**config.mk**
```make
export PLATFORM = sky130hd
export DESIGN_NAME = priority_session_table_core
export DESIGN_NICKNAME = d
export VERILOG_FILES = /design/src/rtl/core/pst_pkg.sv /design/src/rtl/core/priority_session_table_core.sv
export SDC_FILE = /design/constraint.sdc
export NUM_CORES = 2
export LEC_CHECK = 0
export BUFFER_PORTS_ARGS = -buffer_cell sky130_fd_sc_hd__buf_2
export CORE_MARGIN = 5
export CORE_UTILIZATION = 62
export CTS_CLUSTER_DIAMETER = 120
export DETAILED_ROUTE_END_ITERATION = 6
export PLACE_DENSITY = 0.89
export SLEW_MARGIN = 20
export SYNTH_ARGS = -nofsm -noshare
export SYNTH_HDL_FRONTEND = slang
export SYNTH_SLANG_ARGS = --single-unit
export TNS_END_PERCENT = 100
```
**constraint.sdc**
```tcl
create_clock -name clk -period 13.6 [get_ports clk]
set_clock_uncertainty 0.15 [all_clocks]
set_input_delay 4.08 -clock clk [delete_from_list [all_inputs] [get_ports clk]]
set_output_delay 4.08 -clock clk [all_outputs]
set_load 0.05 [all_outputs]
```
**src/rtl/core/pst_pkg.sv**
```systemverilog
// shared types and constants of the priority session table
`timescale 1ns / 1ps
package pst_pkg;

    localparam int DEPTH_DEF = 8;
    localparam int OUT_MAX   = 8;
    localparam int CNT_W     = 4;
    localparam int OIDX_W    = 3;

    localparam logic [31:0] STALE_AGE_RST = 32'd300000;

    localparam logic [1:0] REQ_UPSERT   = 2'd0;
    localparam logic [1:0] REQ_REMOVE   = 2'd1;
    localparam logic [1:0] REQ_SWEEP    = 2'd2;
    localparam logic [1:0] REQ_SNAPSHOT = 2'd3;

    localparam logic [1:0] ST_STALE = 2'd3;

    typedef struct packed {
        logic [1:0]  req_type;
        logic [63:0] session_key;
        logic [1:0]  new_status;
        logic [63:0] sequence_req;
        logic [31:0] now_time;
        logic [3:0]  max_count;
    } req_t;

    typedef struct packed {
        logic        changed;
        logic        entry_valid;
        logic [63:0] entry_key;
        logic [1:0]  entry_status;
        logic [31:0] entry_time;
        logic [63:0] entry_sequence;
        logic [3:0]  entry_count;
        logic        last;
    } rsp_t;

    typedef struct packed {
        logic [63:0] key;
        logic [1:0]  status;
        logic [31:0] tick;
        logic [63:0] seq;
    } slot_t;

endpackage

```
**src/rtl/core/priority_session_table_core.sv**
```systemverilog
// priority session table: keyed session store with rank based eviction and sorted snapshot
`timescale 1ns / 1ps
// upsert, remove, sweep: one beat out after a scan of every slot, made one slot at a time
//   through the single read port of the entry memory
// snapshot: a scan of every slot, then per emitted beat a selection pass over the n candidates and a fetch (n <= 8)
// one request at a time; the next is taken while the final beat still waits at the output
// reset clears all slot used flags at once (no clearing pass), stale_age returns to 300000
module priority_session_table_core
    import pst_pkg::*;
#(
    parameter int DEPTH = DEPTH_DEF
)(
    input  logic        clk,
    input  logic        rst_n,
    input  logic        in_valid,
    output logic        in_ready,
    input  req_t        in_data,
    output logic        out_valid,
    input  logic        out_ready,
    output rsp_t        out_data,
    input  logic        cfg_we,
    input  logic [31:0] cfg_wdata
);

    localparam int IW = $clog2(DEPTH);

    // sequencer codes
    localparam logic [2:0] S_IDLE  = 3'd0;
    localparam logic [2:0] S_SCAN  = 3'd1;
    localparam logic [2:0] S_UPD   = 3'd2;
    localparam logic [2:0] S_FIN   = 3'd3;
    localparam logic [2:0] S_SEL   = 3'd4;
    localparam logic [2:0] S_FETCH = 3'd5;
    localparam logic [2:0] S_EMIT  = 3'd6;

    // entry memory, one read and one write port, read data registered
    slot_t          mem [DEPTH];
    slot_t          rd_q;
    logic           mem_re;
    logic [IW-1:0]  mem_ra;
    logic           mem_we;
    logic [IW-1:0]  mem_wa;
    slot_t          mem_wd;

    always_ff @(posedge clk)
    begin
        if (mem_we)
        begin
            mem[mem_wa] <= mem_wd;
        end
        if (mem_re)
        begin
            rd_q <= mem[mem_ra];
        end
    end

    // control state
    logic [2:0]      state_reg, state_next;
    logic [DEPTH-1:0] used_reg, used_next;
    logic [31:0]     stale_age_reg;
    req_t            req_reg, req_next;
    logic [IW:0]     rd_cnt_reg, rd_cnt_next;
    logic            ph_vld_reg, ph_vld_next;
    logic [IW-1:0]   ph_idx_reg, ph_idx_next;
    logic            chg_reg, chg_next;
    logic            out_valid_reg, out_valid_next;
    rsp_t            out_reg, out_next;

    // upsert / remove scan results
    logic            m_found_reg, m_found_next;
    logic [IW-1:0]   m_idx_reg, m_idx_next;
    logic [1:0]      m_st_reg, m_st_next;
    logic [63:0]     m_seq_reg, m_seq_next;
    logic            f_found_reg, f_found_next;
    logic [IW-1:0]   f_idx_reg, f_idx_next;
    logic [IW-1:0]   v_idx_reg, v_idx_next;
    logic [1:0]      v_st_reg, v_st_next;
    logic [31:0]     v_tm_reg, v_tm_next;

    // snapshot candidate lists
    logic [IW-1:0]   sn_idx_reg [OUT_MAX];
    logic [1:0]      sn_st_reg  [OUT_MAX];
    logic [31:0]     sn_tm_reg  [OUT_MAX];
    logic            sn_we;
    logic [OIDX_W-1:0] sn_wp;
    logic [CNT_W-1:0] cnt_reg, cnt_next;
    logic [OUT_MAX-1:0] taken_reg, taken_next;
    logic [OIDX_W-1:0] sel_j_reg, sel_j_next;
    logic [OIDX_W-1:0] best_reg, best_next;
    logic            best_vld_reg, best_vld_next;
    logic [1:0]      best_st_reg, best_st_next;
    logic [31:0]     best_tm_reg, best_tm_next;
    logic [CNT_W-1:0] emit_reg, emit_next;

    logic            out_free;
    logic [CNT_W-1:0] lim;
    logic            scan_end;
    logic            better;
    logic            stale_seq;
    logic [IW-1:0]   tgt;
    logic [63:0]     seq_keep;

    assign out_free  = !out_valid_reg || out_ready;
    assign in_ready  = (state_reg == S_IDLE);
    assign out_valid = out_valid_reg;
    assign out_data  = out_reg;

    // snapshot length limit saturates at eight
    assign lim = (req_reg.max_count > CNT_W'(OUT_MAX)) ? CNT_W'(OUT_MAX) : req_reg.max_count;
    assign scan_end = ph_vld_reg && (rd_cnt_reg == (IW+1)'(DEPTH));

    // selection: lowest rank first, newest first, earliest slot on ties
    assign better = !taken_reg[sel_j_reg] &&
                    (!best_vld_reg || (sn_st_reg[sel_j_reg] < best_st_reg) ||
                     ((sn_st_reg[sel_j_reg] == best_st_reg) &&
                      (sn_tm_reg[sel_j_reg] > best_tm_reg)));

    // older sequence on an existing key is ignored
    assign stale_seq = m_found_reg && (req_reg.sequence_req != 64'd0) &&
                       (m_seq_reg != 64'd0) && (req_reg.sequence_req < m_seq_reg);
    assign tgt = m_found_reg ? m_idx_reg : (f_found_reg ? f_idx_reg : v_idx_reg);
    assign seq_keep = (req_reg.sequence_req != 64'd0) ? req_reg.sequence_req
                    : (m_found_reg ? m_seq_reg : 64'd0);

    always_comb
    begin
        state_next     = state_reg;
        used_next      = used_reg;
        req_next       = req_reg;
        rd_cnt_next    = rd_cnt_reg;
        ph_vld_next    = 1'b0;
        ph_idx_next    = ph_idx_reg;
        chg_next       = chg_reg;
        out_valid_next = out_valid_reg && !out_ready;
        out_next       = out_reg;
        m_found_next   = m_found_reg;
        m_idx_next     = m_idx_reg;
        m_st_next      = m_st_reg;
        m_seq_next     = m_seq_reg;
        f_found_next   = f_found_reg;
        f_idx_next     = f_idx_reg;
        v_idx_next     = v_idx_reg;
        v_st_next      = v_st_reg;
        v_tm_next      = v_tm_reg;
        cnt_next       = cnt_reg;
        taken_next     = taken_reg;
        sel_j_next     = sel_j_reg;
        best_next      = best_reg;
        best_vld_next  = best_vld_reg;
        best_st_next   = best_st_reg;
        best_tm_next   = best_tm_reg;
        emit_next      = emit_reg;
        sn_we          = 1'b0;
        sn_wp          = cnt_reg[OIDX_W-1:0];
        mem_re         = 1'b0;
        mem_ra         = rd_cnt_reg[IW-1:0];
        mem_we         = 1'b0;
        mem_wa         = ph_idx_reg;
        mem_wd         = rd_q;

        unique case (state_reg)
            S_IDLE:
            begin
                if (in_valid)
                begin
                    req_next     = in_data;
                    rd_cnt_next  = '0;
                    chg_next     = 1'b0;
                    m_found_next = 1'b0;
                    f_found_next = 1'b0;
                    cnt_next     = '0;
                    taken_next   = '0;
                    state_next   = S_SCAN;
                end
            end
            S_SCAN:
            begin
                // issue one slot read a cycle
                if (rd_cnt_reg != (IW+1)'(DEPTH))
                begin
                    mem_re      = 1'b1;
                    ph_vld_next = 1'b1;
                    ph_idx_next = rd_cnt_reg[IW-1:0];
                    rd_cnt_next = rd_cnt_reg + 1'b1;
                end
                // look at the slot read last cycle
                if (ph_vld_reg)
                begin
                    unique case (req_reg.req_type)
                        REQ_UPSERT, REQ_REMOVE:
                        begin
                            if (used_reg[ph_idx_reg] && !m_found_reg &&
                                (rd_q.key == req_reg.session_key))
                            begin
                                m_found_next = 1'b1;
                                m_idx_next   = ph_idx_reg;
                                m_st_next    = rd_q.status;
                                m_seq_next   = rd_q.seq;
                            end
                            if (!used_reg[ph_idx_reg] && !f_found_reg)
                            begin
                                f_found_next = 1'b1;
                                f_idx_next   = ph_idx_reg;
                            end
                            if ((ph_idx_reg == '0) || (rd_q.status > v_st_reg) ||
                                ((rd_q.status == v_st_reg) && (rd_q.tick < v_tm_reg)))
                            begin
                                v_idx_next = ph_idx_reg;
                                v_st_next  = rd_q.status;
                                v_tm_next  = rd_q.tick;
                            end
                        end
                        REQ_SWEEP:
                        begin
                            if (used_reg[ph_idx_reg] && (rd_q.status != ST_STALE) &&
                                ((req_reg.now_time - rd_q.tick) >= stale_age_reg))
                            begin
                                mem_we        = 1'b1;
                                mem_wd.status = ST_STALE;
                                chg_next      = 1'b1;
                            end
                        end
                        REQ_SNAPSHOT:
                        begin
                            if (used_reg[ph_idx_reg] && (cnt_reg < lim))
                            begin
                                sn_we    = 1'b1;
                                cnt_next = cnt_reg + 1'b1;
                            end
                        end
                        default:
                        begin
                        end
                    endcase
                end
                if (scan_end)
                begin
                    priority if (req_reg.req_type == REQ_SWEEP)
                        state_next = S_FIN;
                    else if (req_reg.req_type == REQ_SNAPSHOT)
                    begin
                        sel_j_next    = '0;
                        best_vld_next = 1'b0;
                        emit_next     = '0;
                        state_next    = (cnt_next == '0) ? S_FIN : S_SEL;
                    end
                    else
                        state_next = S_UPD;
                end
            end
            S_UPD:
            begin
                if (req_reg.session_key != 64'd0)
                begin
                    if (req_reg.req_type == REQ_REMOVE)
                    begin
                        if (m_found_reg)
                        begin
                            used_next[m_idx_reg] = 1'b0;
                            chg_next = 1'b1;
                        end
                    end
                    else if (!stale_seq)
                    begin
                        mem_we          = 1'b1;
                        mem_wa          = tgt;
                        mem_wd.key      = req_reg.session_key;
                        mem_wd.status   = req_reg.new_status;
                        mem_wd.tick     = req_reg.now_time;
                        mem_wd.seq      = seq_keep;
                        used_next[tgt]  = 1'b1;
                        chg_next        = !m_found_reg || (m_st_reg != req_reg.new_status);
                    end
                end
                state_next = S_FIN;
            end
            S_FIN:
            begin
                if (out_free)
                begin
                    out_valid_next  = 1'b1;
                    out_next        = '0;
                    out_next.changed = chg_reg;
                    out_next.last   = 1'b1;
                    state_next      = S_IDLE;
                end
            end
            S_SEL:
            begin
                if (better)
                begin
                    best_next     = sel_j_reg;
                    best_vld_next = 1'b1;
                    best_st_next  = sn_st_reg[sel_j_reg];
                    best_tm_next  = sn_tm_reg[sel_j_reg];
                end
                sel_j_next = sel_j_reg + 1'b1;
                if ((CNT_W'(sel_j_reg) + 1'b1) == cnt_reg)
                begin
                    state_next = S_FETCH;
                end
            end
            S_FETCH:
            begin
                mem_re               = 1'b1;
                mem_ra               = sn_idx_reg[best_reg];
                taken_next[best_reg] = 1'b1;
                state_next           = S_EMIT;
            end
            S_EMIT:
            begin
                if (out_free)
                begin
                    out_valid_next         = 1'b1;
                    out_next.changed       = 1'b0;
                    out_next.entry_valid   = 1'b1;
                    out_next.entry_key     = rd_q.key;
                    out_next.entry_status  = rd_q.status;
                    out_next.entry_time    = rd_q.tick;
                    out_next.entry_sequence = rd_q.seq;
                    out_next.entry_count   = cnt_reg;
                    out_next.last          = ((emit_reg + 1'b1) == cnt_reg);
                    emit_next              = emit_reg + 1'b1;
                    sel_j_next             = '0;
                    best_vld_next          = 1'b0;
                    state_next = ((emit_reg + 1'b1) == cnt_reg) ? S_IDLE : S_SEL;
                end
            end
            default:
            begin
                state_next = S_IDLE;
            end
        endcase
    end

    always_ff @(posedge clk or negedge rst_n)
    begin
        if (!rst_n)
        begin
            state_reg     <= S_IDLE;
            used_reg      <= '0;
            stale_age_reg <= STALE_AGE_RST;
            ph_vld_reg    <= 1'b0;
            out_valid_reg <= 1'b0;
            best_vld_reg  <= 1'b0;
            taken_reg     <= '0;
            cnt_reg       <= '0;
            emit_reg      <= '0;
            rd_cnt_reg    <= '0;
            sel_j_reg     <= '0;
        end
        else
        begin
            state_reg     <= state_next;
            used_reg      <= used_next;
            ph_vld_reg    <= ph_vld_next;
            out_valid_reg <= out_valid_next;
            best_vld_reg  <= best_vld_next;
            taken_reg     <= taken_next;
            cnt_reg       <= cnt_next;
            emit_reg      <= emit_next;
            rd_cnt_reg    <= rd_cnt_next;
            sel_j_reg     <= sel_j_next;
            if (cfg_we)
            begin
                stale_age_reg <= cfg_wdata;
            end
        end
    end

    // payload registers
    always_ff @(posedge clk)
    begin
        req_reg      <= req_next;
        ph_idx_reg   <= ph_idx_next;
        chg_reg      <= chg_next;
        out_reg      <= out_next;
        m_found_reg  <= m_found_next;
        m_idx_reg    <= m_idx_next;
        m_st_reg     <= m_st_next;
        m_seq_reg    <= m_seq_next;
        f_found_reg  <= f_found_next;
        f_idx_reg    <= f_idx_next;
        v_idx_reg    <= v_idx_next;
        v_st_reg     <= v_st_next;
        v_tm_reg     <= v_tm_next;
        best_reg     <= best_next;
        best_st_reg  <= best_st_next;
        best_tm_reg  <= best_tm_next;
        if (sn_we)
        begin
            sn_idx_reg[sn_wp] <= ph_idx_reg;
            sn_st_reg[sn_wp]  <= rd_q.status;
            sn_tm_reg[sn_wp]  <= rd_q.tick;
        end
    end

    // a snapshot beat never reports a change
    a_entry_nochg: assert property (@(posedge clk) disable iff (!rst_n)
        out_valid && out_data.entry_valid |-> !out_data.changed)
        else $error("snapshot beat with changed set");

    // a beat without an entry is always the only and final one
    a_plain_last: assert property (@(posedge clk) disable iff (!rst_n)
        out_valid && !out_data.entry_valid |-> out_data.last && out_data.entry_count == 4'd0)
        else $error("non-entry beat not final");

    // entry count stays within the snapshot limit
    a_cnt_rng: assert property (@(posedge clk) disable iff (!rst_n)
        out_valid && out_data.entry_valid |->
            out_data.entry_count != 4'd0 && out_data.entry_count <= 4'd8)
        else $error("entry count out of range");

    // the input side is closed while a request is in work
    a_busy: assert property (@(posedge clk) disable iff (!rst_n)
        in_valid && in_ready |=> !in_ready)
        else $error("accepted a beat while busy");

endmodule
```
# [Word-level counts from Yosys, hierarchy flattened]
# Memories as Yosys holds them, arrays and structs flattened. A register that Yosys moved wholly into a read port is not among the register bits.
# Cells that the tools add are included.
[word_totals] mem_count=4 input_bits=205 ff_bits=558 ramBits=1592
[classes] reduce_logical=63 n_addsub=6 n_mux=108 eq_ne=38 magnitude_cmp=16 bitwise_logic=4
[mem_list] memory="mem" words=8 word_bits=162 rd=1 rd_clocked_by_memory_dff=1 write_ports=1 line_no="priority_session_table_core.sv:37" rtl="slot_t mem [DEPTH];"
[mem_list] memory="sn_tm_reg" words=8 word_bits=32 rd=1 rd_clocked_by_memory_dff=0 write_ports=1 line_no="priority_session_table_core.sv:83" rtl="logic [31:0] sn_tm_reg [OUT_MAX];"
[mem_list] memory="sn_idx_reg" words=8 word_bits=3 rd=1 rd_clocked_by_memory_dff=1 write_ports=1 line_no="priority_session_table_core.sv:81" rtl="logic [IW-1:0] sn_idx_reg [OUT_MAX];"
[mem_list] memory="sn_st_reg" words=8 word_bits=2 rd=1 rd_clocked_by_memory_dff=0 write_ports=1 line_no="priority_session_table_core.sv:82" rtl="logic [1:0] sn_st_reg [OUT_MAX];"
[op_table] operator="$mux W162" n=3
[op_table] operator="$mux W169" n=2
[op_table] operator="$pmux W169 S2" n=1
[op_table] operator="$mux W64" n=3
[op_table] operator="$reduce_bool A64 Y1" n=3
[op_table] operator="$mux W96" n=1
[op_table] operator="$eq A64 B64 Y1" n=1
[op_table] operator="$lt A64 B64 Y1" n=1
[op_table] operator="$mux W3" n=20
[op_table] operator="$mux W4" n=11
[op_table] operator="$mux W1" n=42
[op_table] operator="$ne A2 B2 Y1 const B" n=17
[op_table] operator="$ge A32 B32 Y1" n=1
[op_table] operator="$gt A32 B32 Y1" n=1
[op_table] operator="$lt A32 B32 Y1" n=1
[op_table] operator="$mux W8" n=4
[op_table] operator="$sub A32 B32 Y32" n=1
[op_table] operator="$reduce_and A5 Y1" n=5
[op_table] operator="$pmux W4 S2" n=3
[op_table] operator="$pmux W3 S7" n=1
[op_table] operator="$lt A3 B4 Y1 const B" n=5
[op_table] operator="$logic_and A1 B1 Y1" n=17
[op_table] operator="$or A8 B8 Y8" n=2
[op_table] operator="$pmux W8 S2" n=1
[op_table] operator="other kinds (42)" n=88

# [Longest topological paths before layout]
[logic_depth] ltp_word=14 mapped_depth=23

# [Least setup slack after synthesis]
# No wires, ideal clock.
[synth_timing] kind="input to register" startpoint="input port out_ready" endpoint="register out_data[0] (netlist name)" setup_ns=0.702 required_time_ns=12.748 cell_stages=2 setup_slack_ns=1.576 t_arrival_ns=11.172 path_cell_list="nor2b_1 > nor2_1"
[synth_between] elab_chain_len=3 elab_cells_between_ends=4
[synth_rtl] element="start: declaration" line_no="priority_session_table_core.sv:19" rtl="input logic out_ready,"
[synth_rtl] element="$logic_or A1 B1 Y1 *" line_no="priority_session_table_core.sv:103" rtl="assign out_free = !out_valid_reg || out_ready;"
[synth_rtl] element="$ne A2 B2 Y1 (no line)"
[synth_rtl] element="$reduce_and A3 Y1 (no line) *"
# Every way passes the cells marked *; elsewhere a longest branch is shown, timed or not.
# A chain may end at the register's enable or synchronous reset.

# [Worst setup path after layout]
[layout_timing] startpoint="register rd_q[64] (netlist name)" endpoint="memory mem[6][80] (netlist bit), enable pin"
[layout_between] elab_chain_len=9
[layout_rtl] element="$sub A32 B32 Y32" line_no="priority_session_table_core.sv:216" rtl="((req_reg.now_time - rd_q.tick) >= stale_age_reg))"
[layout_rtl] element="$ge A32 B32 Y1" line_no="priority_session_table_core.sv:216"
[layout_rtl] element="$logic_and A1 B1 Y1" line_no="priority_session_table_core.sv:215" rtl="if (used_reg[ph_idx_reg] && (rd_q.status != ST_STALE) &&"
[layout_rtl] element="$mux W1" line_no="priority_session_table_core.sv:215"
[layout_rtl] element="$mux W1" line_no="priority_session_table_core.sv:189" rtl="unique case (req_reg.req_type)"
[layout_rtl] element="$mux W1" line_no="priority_session_table_core.sv:187" rtl="if (ph_vld_reg)"
[layout_rtl] element="$pmux W1 S2" line_no="priority_session_table_core.sv:161" rtl="unique case (state_reg)"
[layout_rtl] element="$mux W1" line_no="priority_session_table_core.sv:47" rtl="if (mem_we)"
[layout_rtl] element="$mux W1 (implied by the code)" line_no="priority_session_table_core.sv:49" rtl="mem[mem_wa] <= mem_wd;"
[layout_rtl] element="end: declaration" line_no="priority_session_table_core.sv:37"
# Every way passes these cells.

==> metrics <==
DRT Pass-1 Iters=7; most used cell, CP=a31oi_1; I/O pin count=~380; R2R cell count=23; DP Worst Slack=5.55 ns; FF-to-FF Start=rd_q[64]$_DFFE_PP_; height of the die=about 400 um; Seq/Total Area, Yosys=0.742; detailed-routing wirelength on met1=approximately 83 mm; count of final setup violators=0; crit path cell chain=ha_1, inv_1, fa_1, a211oi_1, o21bai_1, o2111ai_1, nand2_1, a31oi_1, a31oi_1, a211o_1, a21oi_1, xnor2_1, ha_1, a21o_1, a21oi_1, a221oi_1, o21ai_0, a31oi_1, nand2_1, nor2_1, a32o_4, buf_4, buf_4; warnings from Yosys=0; buffer and inverter count on the worst path=3; clock root cell=clkbuf_16; CTS Sinks=2315; initial antenna violation count=14; Synth Instances=4889; most common cell in the netlist=edfxtp_1; clk_lat worst skew=0.87 ns; leak pwr=36.2 nW; PD cells=234 nW/um2; Worst-Margin Slew=1.32 ns; EDFF count, synth=2243; most frequent cells after synthesis=edfxtp_1 (2243), mux4_2 (402), inv_1 (231); synth unique cells=78; HPWL Detailed=147 mm; fmax=between 100 and 150 MHz; delay-heaviest family, CP=compound AO/OA/AOI/OAI gates; first-pass GRT wire length=379 mm; Final Total Pwr=24.4 mW; Final WS setup=5.28 ns; top cells by area, synth=edfxtp_1 (72%), mux4_2 (9.7%), ha_1 (2.7%); Mapped Area=93200 um2; Synth area leader=edfxtp_1; vias per std cell=7.02; Post-CTS Setup Repair Bufs=0; CTS tree=built; top-area cell type share of the netlist area=0.723; ys async rst share=0.0298; Rows=142; Hold Path Sink=m_seq_reg[44]$_DFFE_PP_; largest net degree at the start of global routing=186; vias in the first global route=53.8k; Yosys reg bits=2315; Setup Crit Path Kind=flop to flop; Mapped Nets=5296; CTS H-tree lvls=4; DR DRC count=0; CP Launch Type=flop; share of layout cells above drive strength 1=0.256; max reg flops=1296; Hold WC Path Type=flop to flop; Hold Crit Start=rd_q[44]$_DFFE_PP_; Chip Width=398 um; WL met3=36.2 mm; Top Layer Used=met5; worst path required time=between 10 and 15 ns; reported max-cap violation count=0; Wirelength per Cell=35.0 um; Routed Antenna Nets=0; Synth Flop Type=edfxtp_1; hold buffer count at CTS=0; total CTS buffers=around 210; GRT overflow=0; Crit. End Element=flop; relative slew slack=0.112; worst-path fanout max=44; R2R setup slack=between 5 and 6 ns; clock tree buffer depth=3; GRT Util Overall=0.335; CP max stage cell=a32o_4; crit path time final=8.32 ns; slowest cell delay on critical path=0.74 ns; Fin Setup TNS=0 ns; Peak supply drop=0.000208 V; DRT iter0 DRCs=9083; Mapped Avg Cell Area=19.1 um2; Initial Util=0.623; Vias=53.0k; hold path depth=0; fin nets=~5.8k; RSZ-0062 raised after global routing=false; Area Growth Syn to Fin=12.0%; status=finished, final reports clean; worst r2r dst=mem[6][80]$_DFFE_PP_; GPL Wtd Cong=0.910; Port Buffers=roughly 380; Worst EP arrival=8.65 ns; max-slew violations=0; clock transition at the registers of the reported paths=0.06 ns; core region area=150000 um2; DR WL met2=roughly 130 mm; cts repair resizes=0; Final period util=0.612; final WL=264 mm; endpoints failing hold=0; Die ar.=158000 um2
==> worst max-delay path by stage <==
stage | cells after the start | to | from
finish | 23 | mem[6][80]$_DFFE_PP_ | rd_q[64]$_DFFE_PP_
global route | 23 | mem[6][110]$_DFFE_PP_ | rd_q[64]$_DFFE_PP_
CTS | 23 | mem[3][142]$_DFFE_PP_ | rd_q[64]$_DFFE_PP_
detailed placement | 23 | mem[6][67]$_DFFE_PP_ | rd_q[64]$_DFFE_PP_
global placement | 23 | mem[6][65]$_DFFE_PP_ | rd_q[64]$_DFFE_PP_
floorplan | 2 | out_data[0]$_SDFFCE_PN1P_ | out_ready
==> report_power, final <==
| group | internal [mW] | switching (mW) | leakage [nW] |
|---|---|---|---|
| Sequential | 9.85 | 0.983 | 21.3 |
| Clock | 3.39 | 2.71 | 3.42 |
| Combinational | 2.77 | 4.73 | 11.5 |
| Total | 16.0 | 8.42 | 36.2 |
==> logic make-up (layout without fill, tap and decap cells) <==
family / Yosys count / in the layout / synth area share
flops: 2315 / 2315 / 0.742
mux: 706 / 706 / 0.134
simple gates: 651 / 651 / 0.0354
compound gates: 489 / 489 / 0.0319
buf+inv: 433 / 1076 / 0.0207
fa+ha+maj: 202 / 202 / 0.0272
xor+xnor: 93 / 93 / 0.00874
other cells: 0 / 3 / 0
==> cell usage in the layout, fill, tap and decap left out, types with 51 or more instances in the layout <==
cell type,count
edfxtp_1,2243
mux4_2,402
buf_2,374
inv_1,231
clkbuf_16,214
mux2_2,213
ha_1,201
nand2_1,186
a21oi_1,151
and3_1,127
nor2_1,119
o21ai_0,103
mux2_1,79
o21ai_1,64
nor4_1,63
buf_4,61
dfrtp_1,58
xnor2_1,52
clkbuf_1,52
a21o_1,51
==> through the flow <==
step,cell area [um2],hold WS (ns),util,instances
3_3_place_gp,97300,0.302,0.651,7148
5_1_grt,104000,0.356,0.698,7548
6_report,104000,0.335,0.698,7551
3_5_place_dp,97300,0.312,0.651,7148
2_1_floorplan,93200,0.292,-,4889
4_1_cts,104000,0.340,0.697,7546
==> cell type report <==
class	instances	area, um2
antenna	3	7.51
clock buffer	277	5700
clock inverter	121	1290
fill	8049	45200
inverter	232	871
multi-input combinational	2141	22300
sequential	2315	69200
tap	2016	2520
timing repair buffer	446	2520
==> metal layers <==
metal	GRT usage	vias to the layer above
met1	0.425	26100
met4	0.193	18
met2	0.529	5193
met3	0.0901	1142
met5	0	-
li1	-	20500
(Power assumes the default switching activity.)
